==> src/sv/tdcd_pkg.sv <==
// ----------------------------------------------------------------------------
// tdcd_pkg
// Shared types and constants for the TDC readout word decoder.
// ----------------------------------------------------------------------------
package tdcd_pkg;

    // input beat: one raw FIFO word and the event start mark
    typedef struct packed {
        logic [15:0] data_word;
        logic        first_word;
    } t_in_beat;

    // result beat
    typedef struct packed {
        logic [1:0]  word_kind;
        logic [12:0] full_address;
        logic [8:0]  hit_time;
        logic        hit_edge;
        logic [7:0]  module_address;
        logic [2:0]  evt_num;
        logic [1:0]  error_code;
    } t_out_beat;

    // status from the seen-map sweeper
    typedef struct packed {
        logic init_busy;
        logic debt_full;
    } t_sweep_stat;

    localparam logic [1:0] KIND_HIT     = 2'd0;
    localparam logic [1:0] KIND_HEADER  = 2'd1;
    localparam logic [1:0] KIND_ERROR   = 2'd2;
    localparam logic [1:0] KIND_DROPPED = 2'd3;

    localparam logic [1:0] ERR_NONE        = 2'd0;
    localparam logic [1:0] ERR_FIRST_NOHDR = 2'd1;
    localparam logic [1:0] ERR_REPEAT_MOD  = 2'd2;
    localparam logic [1:0] ERR_BAD_SETTING = 2'd3;

    localparam logic [3:0] MODE_RESET = 4'd1;

    // header word layout
    localparam int HDR_ID_BIT    = 15;
    localparam int HDR_DW_BIT    = 14;
    localparam int HDR_EDGES_BIT = 10;

    // output queue
    localparam int OQ_DEPTH = 4;
    localparam int OQ_AW    = 2;
    localparam int OQ_CW    = 3;

endpackage

==> src/sv/tdcd_ram.sv <==
// ----------------------------------------------------------------------------
// tdcd_ram
// Generic RAM: one write port, two registered read ports, read-first.
// ----------------------------------------------------------------------------
module tdcd_ram #(
    parameter int WIDTH = 8,
    parameter int DEPTH = 256,
    localparam int AW = (DEPTH > 1) ? $clog2(DEPTH) : 1
) (
    input  logic             i_clk,
    input  logic             i_we,
    input  logic [AW-1:0]    i_waddr,
    input  logic [WIDTH-1:0] i_wdata,
    input  logic             i_re_a,
    input  logic [AW-1:0]    i_raddr_a,
    output logic [WIDTH-1:0] o_rdata_a,
    input  logic             i_re_b,
    input  logic [AW-1:0]    i_raddr_b,
    output logic [WIDTH-1:0] o_rdata_b
);

    logic [WIDTH-1:0] r_mem [DEPTH];
    logic [WIDTH-1:0] r_rdata_a;
    logic [WIDTH-1:0] r_rdata_b;

    always_ff @(posedge i_clk) begin
        if (i_we) begin
            r_mem[i_waddr] <= i_wdata;
        end
        if (i_re_a) begin
            r_rdata_a <= r_mem[i_raddr_a];
        end
        if (i_re_b) begin
            r_rdata_b <= r_mem[i_raddr_b];
        end
    end

    assign o_rdata_a = r_rdata_a;
    assign o_rdata_b = r_rdata_b;

endmodule

==> src/sv/tdcd_sweep.sv <==
// ----------------------------------------------------------------------------
// tdcd_sweep
// Seen-map write port owner: clearing pass after reset, background sweep that
// invalidates entries stamped with an old event epoch, write forwarding.
// ----------------------------------------------------------------------------
module tdcd_sweep
    import tdcd_pkg::*;
#(
    parameter int MODULE_COUNT = 256,
    localparam int IW = $clog2(MODULE_COUNT),
    localparam int EW = $clog2(MODULE_COUNT) + 2,
    localparam int DW = $clog2(MODULE_COUNT) + 2
) (
    input  logic          i_clk,
    input  logic          i_rst_n,
    // header write from the decode stage
    input  logic          i_item_we,
    input  logic [IW-1:0] i_item_waddr,
    input  logic [EW:0]   i_item_wdata,
    input  logic [EW-1:0] i_epoch,
    input  logic          i_epoch_adv,
    // sweep read port
    output logic [IW-1:0] o_raddr_b,
    input  logic [EW:0]   i_rdata_b,
    // RAM write port
    output logic          o_ram_we,
    output logic [IW-1:0] o_ram_waddr,
    output logic [EW:0]   o_ram_wdata,
    // last write, for forwarding
    output logic          o_fwd_en,
    output logic [IW-1:0] o_fwd_addr,
    output logic [EW:0]   o_fwd_data,
    output t_sweep_stat   o_stat
);

    localparam logic [IW-1:0] LAST_IDX  = IW'(MODULE_COUNT - 1);
    localparam logic [DW-1:0] DEBT_MAX  = DW'(MODULE_COUNT);

    logic          r_init;
    logic [IW-1:0] r_ptr;
    logic          r_sc_valid;
    logic [DW-1:0] r_debt;
    logic          r_fwd_en;
    logic [IW-1:0] r_fwd_addr;
    logic [EW:0]   r_fwd_data;

    logic [EW:0]   sc_data;
    logic          need_clear;
    logic          sc_done;
    logic          advance;
    logic [DW-1:0] n_debt;

    assign sc_data    = (r_fwd_en && r_fwd_addr == r_ptr) ? r_fwd_data : i_rdata_b;
    assign need_clear = sc_data[EW] && (sc_data[EW-1:0] != i_epoch);

    always_comb begin
        o_ram_we    = 1'b0;
        o_ram_waddr = r_ptr;
        o_ram_wdata = '0;
        sc_done     = 1'b0;
        if (r_init) begin
            o_ram_we = 1'b1;
        end else if (i_item_we) begin
            o_ram_we    = 1'b1;
            o_ram_waddr = i_item_waddr;
            o_ram_wdata = i_item_wdata;
            // a fresh write to the swept entry retires it as well
            sc_done     = r_sc_valid && (i_item_waddr == r_ptr || !need_clear);
        end else begin
            o_ram_we = r_sc_valid && need_clear;
            sc_done  = r_sc_valid;
        end
    end

    assign advance = r_init || sc_done;

    always_comb begin
        n_debt = r_debt;
        if (i_epoch_adv && !sc_done) begin
            n_debt = r_debt + DW'(1);
        end else if (!i_epoch_adv && sc_done && r_debt != '0) begin
            // sweeping ahead of the epoch earns no credit
            n_debt = r_debt - DW'(1);
        end
    end

    always_ff @(posedge i_clk) begin
        if (!i_rst_n) begin
            r_init     <= 1'b1;
            r_ptr      <= '0;
            r_sc_valid <= 1'b0;
            r_debt     <= '0;
            r_fwd_en   <= 1'b0;
        end else begin
            if (advance) begin
                r_ptr <= (r_ptr == LAST_IDX) ? '0 : r_ptr + IW'(1);
            end
            if (r_init && r_ptr == LAST_IDX) begin
                r_init <= 1'b0;
            end
            // read data matches the pointer only in the cycle after it settles
            r_sc_valid <= !advance;
            if (!r_init) begin
                r_debt <= n_debt;
            end
            r_fwd_en <= o_ram_we;
        end
    end

    always_ff @(posedge i_clk) begin
        r_fwd_addr <= o_ram_waddr;
        r_fwd_data <= o_ram_wdata;
    end

    assign o_raddr_b      = r_ptr;
    assign o_fwd_en       = r_fwd_en;
    assign o_fwd_addr     = r_fwd_addr;
    assign o_fwd_data     = r_fwd_data;
    assign o_stat.init_busy = r_init;
    assign o_stat.debt_full = (r_debt >= DEBT_MAX);

endmodule

==> src/sv/tdcd_out_fifo.sv <==
// ----------------------------------------------------------------------------
// tdcd_out_fifo
// Small result queue between the decode stage and the output port.
// ----------------------------------------------------------------------------
module tdcd_out_fifo
    import tdcd_pkg::*;
(
    input  logic             i_clk,
    input  logic             i_rst_n,
    input  logic             i_push,
    input  t_out_beat        i_push_data,
    output logic             o_valid,
    input  logic             i_stall,
    output t_out_beat        o_data,
    output logic [OQ_CW-1:0] o_count
);

    t_out_beat          r_mem [OQ_DEPTH];
    logic [OQ_AW-1:0]   r_wptr;
    logic [OQ_AW-1:0]   r_rptr;
    logic [OQ_CW-1:0]   r_count;
    logic               pop;

    assign o_valid = (r_count != '0);
    assign pop     = o_valid && !i_stall;
    assign o_data  = r_mem[r_rptr];
    assign o_count = r_count;

    always_ff @(posedge i_clk) begin
        if (!i_rst_n) begin
            r_wptr  <= '0;
            r_rptr  <= '0;
            r_count <= '0;
        end else begin
            if (i_push) begin
                r_wptr <= r_wptr + OQ_AW'(1);
            end
            if (pop) begin
                r_rptr <= r_rptr + OQ_AW'(1);
            end
            if (i_push && !pop) begin
                r_count <= r_count + OQ_CW'(1);
            end else if (!i_push && pop) begin
                r_count <= r_count - OQ_CW'(1);
            end
        end
    end

    always_ff @(posedge i_clk) begin
        if (i_push) begin
            r_mem[r_wptr] <= i_push_data;
        end
    end

endmodule

==> src/sv/tdc_readout_word_decoder.sv <==
// ----------------------------------------------------------------------------
// tdc_readout_word_decoder
// Header/hit word decoder for a multi-module TDC readout FIFO.
// ----------------------------------------------------------------------------
// Takes one 16-bit word per cycle when the input is not stalled and returns
// one result beat per word via the decode stage register and the result queue.
// The per-module seen map is a RAM read at acceptance and written back in the
// cycle after, with the last write forwarded. Each entry holds an event epoch
// stamp, so an event start clears the map at once; a background sweep retires
// stale stamps using idle write-port cycles. After reset the input is stalled
// while a clearing pass writes every RAM entry. The input is also stalled when
// the sweep falls MODULE_COUNT event starts behind, which only event starts
// outpacing the sweep can cause, and when the four-entry result queue is full.
// ----------------------------------------------------------------------------
module tdc_readout_word_decoder
    import tdcd_pkg::*;
#(
    parameter int MODULE_COUNT = 256
) (
    input  logic      i_clk,
    input  logic      i_rst_n,
    input  logic      i_in_valid,
    output logic      o_in_stall,
    input  t_in_beat  i_in_data,
    output logic      o_out_valid,
    input  logic      i_out_stall,
    output t_out_beat o_out_data,
    input  logic      i_cfg_valid,
    output logic      o_cfg_ready,
    input  logic [3:0] i_cfg_data
);

    localparam int IW = $clog2(MODULE_COUNT);
    localparam int EW = $clog2(MODULE_COUNT) + 2;

    // address modulo MODULE_COUNT by conditional subtraction
    function automatic logic [IW-1:0] mod_index(input logic [7:0] a);
        logic [16:0] v;
        logic [16:0] m;
        v = {9'd0, a};
        for (int k = 7; k >= 0; k--) begin
            m = 17'(MODULE_COUNT) << k;
            if (v >= m) begin
                v = v - m;
            end
        end
        return v[IW-1:0];
    endfunction

    logic [3:0]     r_mode;
    logic           r_s1_valid;
    t_in_beat       r_s1_beat;
    logic [IW-1:0]  r_s1_idx;
    logic           r_failed;
    logic [EW-1:0]  r_epoch;
    logic [7:0]     r_cur_module;

    logic           in_accept;
    logic [EW:0]    rdata_a;
    logic [EW:0]    rdata_b;
    logic [IW-1:0]  raddr_b;
    logic           ram_we;
    logic [IW-1:0]  ram_waddr;
    logic [EW:0]    ram_wdata;
    logic           fwd_en;
    logic [IW-1:0]  fwd_addr;
    logic [EW:0]    fwd_data;
    t_sweep_stat    sweep_stat;
    logic [OQ_CW-1:0] oq_count;
    logic [OQ_CW-1:0] oq_fill;

    logic [15:0]    w;
    logic           first;
    logic [EW:0]    ent;
    logic [EW-1:0]  cur_epoch;
    logic           seen;
    logic           item_we;
    logic           fail_now;
    logic           n_failed;
    logic [7:0]     n_cur_module;
    t_out_beat      res;

    // ---- input side ----
    assign oq_fill    = oq_count + OQ_CW'(r_s1_valid);
    assign o_in_stall = sweep_stat.init_busy || sweep_stat.debt_full ||
                        (oq_fill >= OQ_CW'(OQ_DEPTH));
    assign in_accept  = i_in_valid && !o_in_stall;

    assign o_cfg_ready = 1'b1;

    always_ff @(posedge i_clk) begin
        if (!i_rst_n) begin
            r_mode <= MODE_RESET;
        end else if (i_cfg_valid && o_cfg_ready) begin
            r_mode <= i_cfg_data;
        end
    end

    tdcd_ram #(
        .WIDTH (EW + 1),
        .DEPTH (MODULE_COUNT)
    ) u_seen_ram (
        .i_clk     (i_clk),
        .i_we      (ram_we),
        .i_waddr   (ram_waddr),
        .i_wdata   (ram_wdata),
        .i_re_a    (in_accept),
        .i_raddr_a (mod_index(i_in_data.data_word[7:0])),
        .o_rdata_a (rdata_a),
        .i_re_b    (1'b1),
        .i_raddr_b (raddr_b),
        .o_rdata_b (rdata_b)
    );

    // ---- decode / write-back stage ----
    assign w         = r_s1_beat.data_word;
    assign first     = r_s1_beat.first_word;
    assign ent       = (fwd_en && fwd_addr == r_s1_idx) ? fwd_data : rdata_a;
    assign cur_epoch = first ? r_epoch + EW'(1) : r_epoch;
    assign seen      = !first && ent[EW] && (ent[EW-1:0] == r_epoch);

    always_comb begin
        res          = '0;
        item_we      = 1'b0;
        fail_now     = 1'b0;
        n_cur_module = r_cur_module;
        if (!first && r_failed) begin
            res.word_kind = KIND_DROPPED;
        end else if (w[HDR_ID_BIT]) begin
            res.module_address = w[7:0];
            res.evt_num        = w[13:11];
            if (seen) begin
                res.word_kind  = KIND_ERROR;
                res.error_code = ERR_REPEAT_MOD;
                fail_now       = 1'b1;
            end else begin
                item_we = 1'b1;
                if ({w[HDR_DW_BIT], w[HDR_EDGES_BIT], w[9:8]} != r_mode) begin
                    res.word_kind  = KIND_ERROR;
                    res.error_code = ERR_BAD_SETTING;
                    fail_now       = 1'b1;
                end else begin
                    res.word_kind = KIND_HEADER;
                    n_cur_module  = w[7:0];
                end
            end
        end else if (first) begin
            res.word_kind  = KIND_ERROR;
            res.error_code = ERR_FIRST_NOHDR;
            fail_now       = 1'b1;
        end else begin
            res.word_kind      = KIND_HIT;
            res.hit_time       = w[8:0];
            res.hit_edge       = w[9];
            res.full_address   = {r_cur_module, w[14:10]};
            res.module_address = r_cur_module;
        end
    end

    assign n_failed = (first ? 1'b0 : r_failed) || fail_now;

    always_ff @(posedge i_clk) begin
        if (!i_rst_n) begin
            r_s1_valid   <= 1'b0;
            r_failed     <= 1'b0;
            r_epoch      <= '0;
            r_cur_module <= '0;
        end else begin
            r_s1_valid <= in_accept;
            if (r_s1_valid) begin
                r_failed     <= n_failed;
                r_epoch      <= cur_epoch;
                r_cur_module <= n_cur_module;
            end
        end
    end

    always_ff @(posedge i_clk) begin
        if (in_accept) begin
            r_s1_beat <= i_in_data;
            r_s1_idx  <= mod_index(i_in_data.data_word[7:0]);
        end
    end

    tdcd_sweep #(
        .MODULE_COUNT (MODULE_COUNT)
    ) u_sweep (
        .i_clk        (i_clk),
        .i_rst_n      (i_rst_n),
        .i_item_we    (r_s1_valid && item_we),
        .i_item_waddr (r_s1_idx),
        .i_item_wdata ({1'b1, cur_epoch}),
        .i_epoch      (r_epoch),
        .i_epoch_adv  (r_s1_valid && first),
        .o_raddr_b    (raddr_b),
        .i_rdata_b    (rdata_b),
        .o_ram_we     (ram_we),
        .o_ram_waddr  (ram_waddr),
        .o_ram_wdata  (ram_wdata),
        .o_fwd_en     (fwd_en),
        .o_fwd_addr   (fwd_addr),
        .o_fwd_data   (fwd_data),
        .o_stat       (sweep_stat)
    );

    tdcd_out_fifo u_out_fifo (
        .i_clk       (i_clk),
        .i_rst_n     (i_rst_n),
        .i_push      (r_s1_valid),
        .i_push_data (res),
        .o_valid     (o_out_valid),
        .i_stall     (i_out_stall),
        .o_data      (o_out_data),
        .o_count     (oq_count)
    );

endmodule
==> config.mk <==
export PLATFORM = sky130hd
export DESIGN_NAME = tdc_readout_word_decoder
export DESIGN_NICKNAME = d
export VERILOG_FILES = /design/src/sv/tdcd_pkg.sv /design/src/sv/tdcd_ram.sv /design/src/sv/tdcd_sweep.sv /design/src/sv/tdcd_out_fifo.sv /design/src/sv/tdc_readout_word_decoder.sv
export SDC_FILE = /design/constraint.sdc
export NUM_CORES = 2
export LEC_CHECK = 0
export CAP_MARGIN = 20
export CORE_MARGIN = 3
export CORE_UTILIZATION = 30
export DETAILED_ROUTE_END_ITERATION = 16
export DONT_BUFFER_PORTS = 1
export PLACE_DENSITY = 0.44
export SETUP_SLACK_MARGIN = 0.5
export SYNTH_ARGS = -nofsm -noshare
export SYNTH_HDL_FRONTEND = slang
export SYNTH_HIERARCHICAL = 1
export SYNTH_SLANG_ARGS = --single-unit
==> constraint.sdc <==
create_clock -name i_clk -period 7.95 [get_ports i_clk]
set_input_delay 1.1925 -clock i_clk [delete_from_list [all_inputs] [get_ports i_clk]]
set_output_delay 1.1925 -clock i_clk [all_outputs]
set_load 0.02 [all_outputs]
==> results.md <==
- Cell area after layout: 162000 µm²
- Yosys Warn Count: 6
- Initial antenna violation count: 28
- Initial Util: 0.301
- Top area cells in the synthesized netlist: edfxtp_1 64%, mux4_2 20%, mux2i_1 2.9%, a22oi_1 2.3%, dfxtp_1 1.0%
- Vias per cell: 5.85
- Worst Setup Start Kind: flop
- Clock root buffer master: clkbuf_16
- ANT nets after route: 0
- Yosys cell types: 92
- Maximum VDD drop: 0.000159 V
- Total track usage: 0.214
- Die W: 694 µm
- # Post-CTS Setup Buffers: 0
- Die Ht: 694 µm
- Worst path slowest cell: nand3_1
- PortBufs: 0
- Synth Flop Type: edfxtp_1
- WL final: 528000 µm
- PwrDens: 222 nW/µm²
- Final period util: 0.780
- Sw frac: 0.234
- Syn avg cell area: 18.6 µm²
- Comb power frac: 0.070
- Wire length per cell: 36.7 µm
- Critical Path AT: 6900 ps
- CTS buffer count: 348
- Area growth, synth to finish: 14.2%
- HPWL Detailed: 331000 µm
- Worst-skew pair later-pin latency: 980 ps
- CP peak stage delay: 790 ps
- Grt ovf: 0
- Drt drc: 0
- Clk buf depth: 4
- Seq/Total Area, Yosys: 0.646
- Placed cell areas: 151000 µm²
- Critical Path End Type: flop
- 1st-pass router iterations: 6
- HP Class: input port to flop
- Number of enable flip-flop cells after synthesis: 3007
- Vias: 84100
- Final Net Count: 7891
- Syn Inst Count: 7621
- Async SR Flop Fraction: 0
- FP Rows: 252
- Die area: 482000 µm²
- Setup TNS: 0 ps
- First-pass GRT wire length: 722000 µm
- Final Hold Fails: 0
- Flops & latches, synth: 3080
- NetSw: 8.43 mW
- Final Skew: 60.9 ps
- Critical path's top delay family: simple AND/OR/NAND/NOR gates
- RSZ-0062 raised after global routing: no
- Routability Congestion: 0.872
- Largest net degree at the start of global routing: 173
- Sink Count: 3080
- Worst hold margin: 321 ps
- Crit Path Class: flop to flop
- Slew margin rel.: 0.0752
- Crit path max fanout: 20
- Worst-Margin Slew: 1370 ps
- Final Slew Violations: 0
- Core area: 471000 µm²
- Max cap viols: 0
- Vias in the first global route: 84000
- Layout cells sized above 1: 0.285
- TritonCTS clock tree: done
- Clock Power Share: 0.441
- Starting DRT DRC Count: 10500
- Leak Pwr: 46.6 nW
- Post-CTS sizing: 0
- Worst Path Required: 8640 ps
- Part of the power in registers: 0.489
- Yosys top cell area share: 0.636
- # hold bufs at CTS: 0
- Cell taking the most area after synthesis: edfxtp_1
- H-tree levels: 5
- # setup viols final: 0
- Top Ports: 67
- Buf/Inv on CP: 3
- CTS clk-pin slew, worst paths: 60 ps
- Critical path, cell by cell: xnor2_1, nand4_1, nor3_1, mux2i_1, nor3_1, nor2_1, nor2b_1, buf_4, mux2_2, nor2b_1, nand3_1, buf_4, nor2_1, buf_6
- FMAX: 161 MHz
- Synth Cell Area: 142000 µm²
- Outcome: finished, final reports clean
- Min Clock Period, post-route: 6200 ps
- Pint: 27.6 mW
## cells by family (layout without fill, tap and decap cells)
logic type	after synthesis	count (layout)	synth area share
AO/OA/AOI/OAI	1225	1225	0.0615
flip-flops	3080	3080	0.646
other	1	28	0.0000264
multiplexers	1674	1674	0.228
buffers and inverters	648	1150	0.0263
XOR/XNOR	90	90	0.00576
adder cells (fa/ha/maj)	17	17	0.00160
AND/OR/NAND/NOR	886	886	0.0301
## final timing paths
| kind | from | endpoint | slack, ps | cells after the start |
|---|---|---|---|---|
| setup / recovery | w[2]$_DFFE_PP_ | u_seen_ram/r_mem[105][5]$_DFFE_PP_ | 1750 | 14 |
| hold / removal | i_in_data[16] | w[15]$_DFFE_PP_ | 320 | 0 |
| setup reg to reg | w[2]$_DFFE_PP_ | u_seen_ram/r_mem[105][5]$_DFFE_PP_ | 1750 | 14 |
| hold reg to reg | r_cur_module[5]$_SDFFE_PN0P_ | r_cur_module[5]$_SDFFE_PN0P_ | 450 | 2 |
## cells in the final DEF, fill, tap and decap left out, drive strengths merged, types with 23 or more instances in the layout
master / Yosys / routed
edfxtp: 3007 / 3007
mux4: 1247 / 1247
buf: 335 / 482
a22oi: 435 / 435
clkbuf: 286 / 429
mux2i: 416 / 416
nor2: 315 / 315
a21oi: 237 / 237
clkinv: 1 / 171
nand2: 168 / 168
o221ai: 97 / 97
nor4: 93 / 93
o22ai: 86 / 86
dfxtp: 73 / 73
a211oi: 65 / 65
nor3: 65 / 65
and2: 63 / 63
o21ai: 62 / 62
xnor2: 60 / 60
a221oi: 54 / 54
nand3: 50 / 50
a22o: 35 / 35
inv: 26 / 35
nor2b: 35 / 35
xor2: 30 / 30
bufinv: 0 / 28
a21boi: 26 / 26
nand2b: 26 / 26
nand4: 23 / 23
a31oi: 23 / 23
## through the flow
stage / util / setup slack, ps / power, mW / cells
5_1_grt: 0.344 / 1360 / 37.2 / 14400
3_5_place_dp: 0.320 / 1020 / 20.5 / 13700
6_report: 0.344 / 1750 / 36.1 / 14400
3_3_place_gp: 0.319 / 816 / 20.5 / 13600
4_1_cts: 0.344 / 1640 / 36.5 / 14300
2_1_floorplan: - / 1440 / 19.7 / 7633
## Yosys cell counts (56+ instances only)
cell type	instances
nor4_1	93
xnor2_1	56
dfxtp_1	73
mux4_2	1231
nand2_1	167
edfxtp_1	3007
nor3_1	63
a22oi_1	435
o22ai_1	86
a21oi_1	236
clkbuf_1	282
and2_1	63
a211oi_1	65
buf_4	81
buf_2	150
nor2_1	315
mux2i_1	416
o221ai_1	97
## power by group through the flow
stage / clock network (mW) / registers [mW] / logic, mW
floorplan: 0 / 18.0 / 1.74
global placement: 0 / 18.0 / 2.51
detailed placement: 0 / 18.0 / 2.52
CTS: 16.3 / 17.6 / 2.52
global route: 17.0 / 17.6 / 2.61
finish: 15.9 / 17.6 / 2.51
## cell type report
cell class                      count  area, µm²
Multi-Input combinational cell   3905      47000
Clock buffer                      425       9160
Timing Repair Buffer              486       4410
Antenna cell                       15       37.5
Tap cell                         6223       7790
Inverter                           27        101
Clock inverter                    212       1900
Sequential cell                  3080      91800
Fill cell                       44400     309000
## per-layer routing
layer,track usage,vias to the layer above,share of wire
met4,0.0637,12,0.033
met2,0.334,4216,0.46
met3,0.0450,697,0.086
li1,-,33100,-
met1,0.299,46100,0.42
met5,0.00330,-,0.00014
## sequential cells by signal, indices dropped and copies added, names as in the netlist, 2 cells and up, named ones only
signal                flops
r_cur_module              8
r_epoch                  10
r_mode                    4
u_out_fifo/o_count        3
u_out_fifo/r_mem        152
u_out_fifo/r_rptr         2
u_out_fifo/r_wptr         2
u_seen_ram/o_rdata_a     11
u_seen_ram/o_rdata_b     11
u_seen_ram/r_mem       2816
u_sweep/o_fwd_addr        8
u_sweep/o_fwd_data       11
u_sweep/o_raddr_b         8
u_sweep/r_debt           10
w                        16
Note: power is estimated with default switching activity, not from simulation.
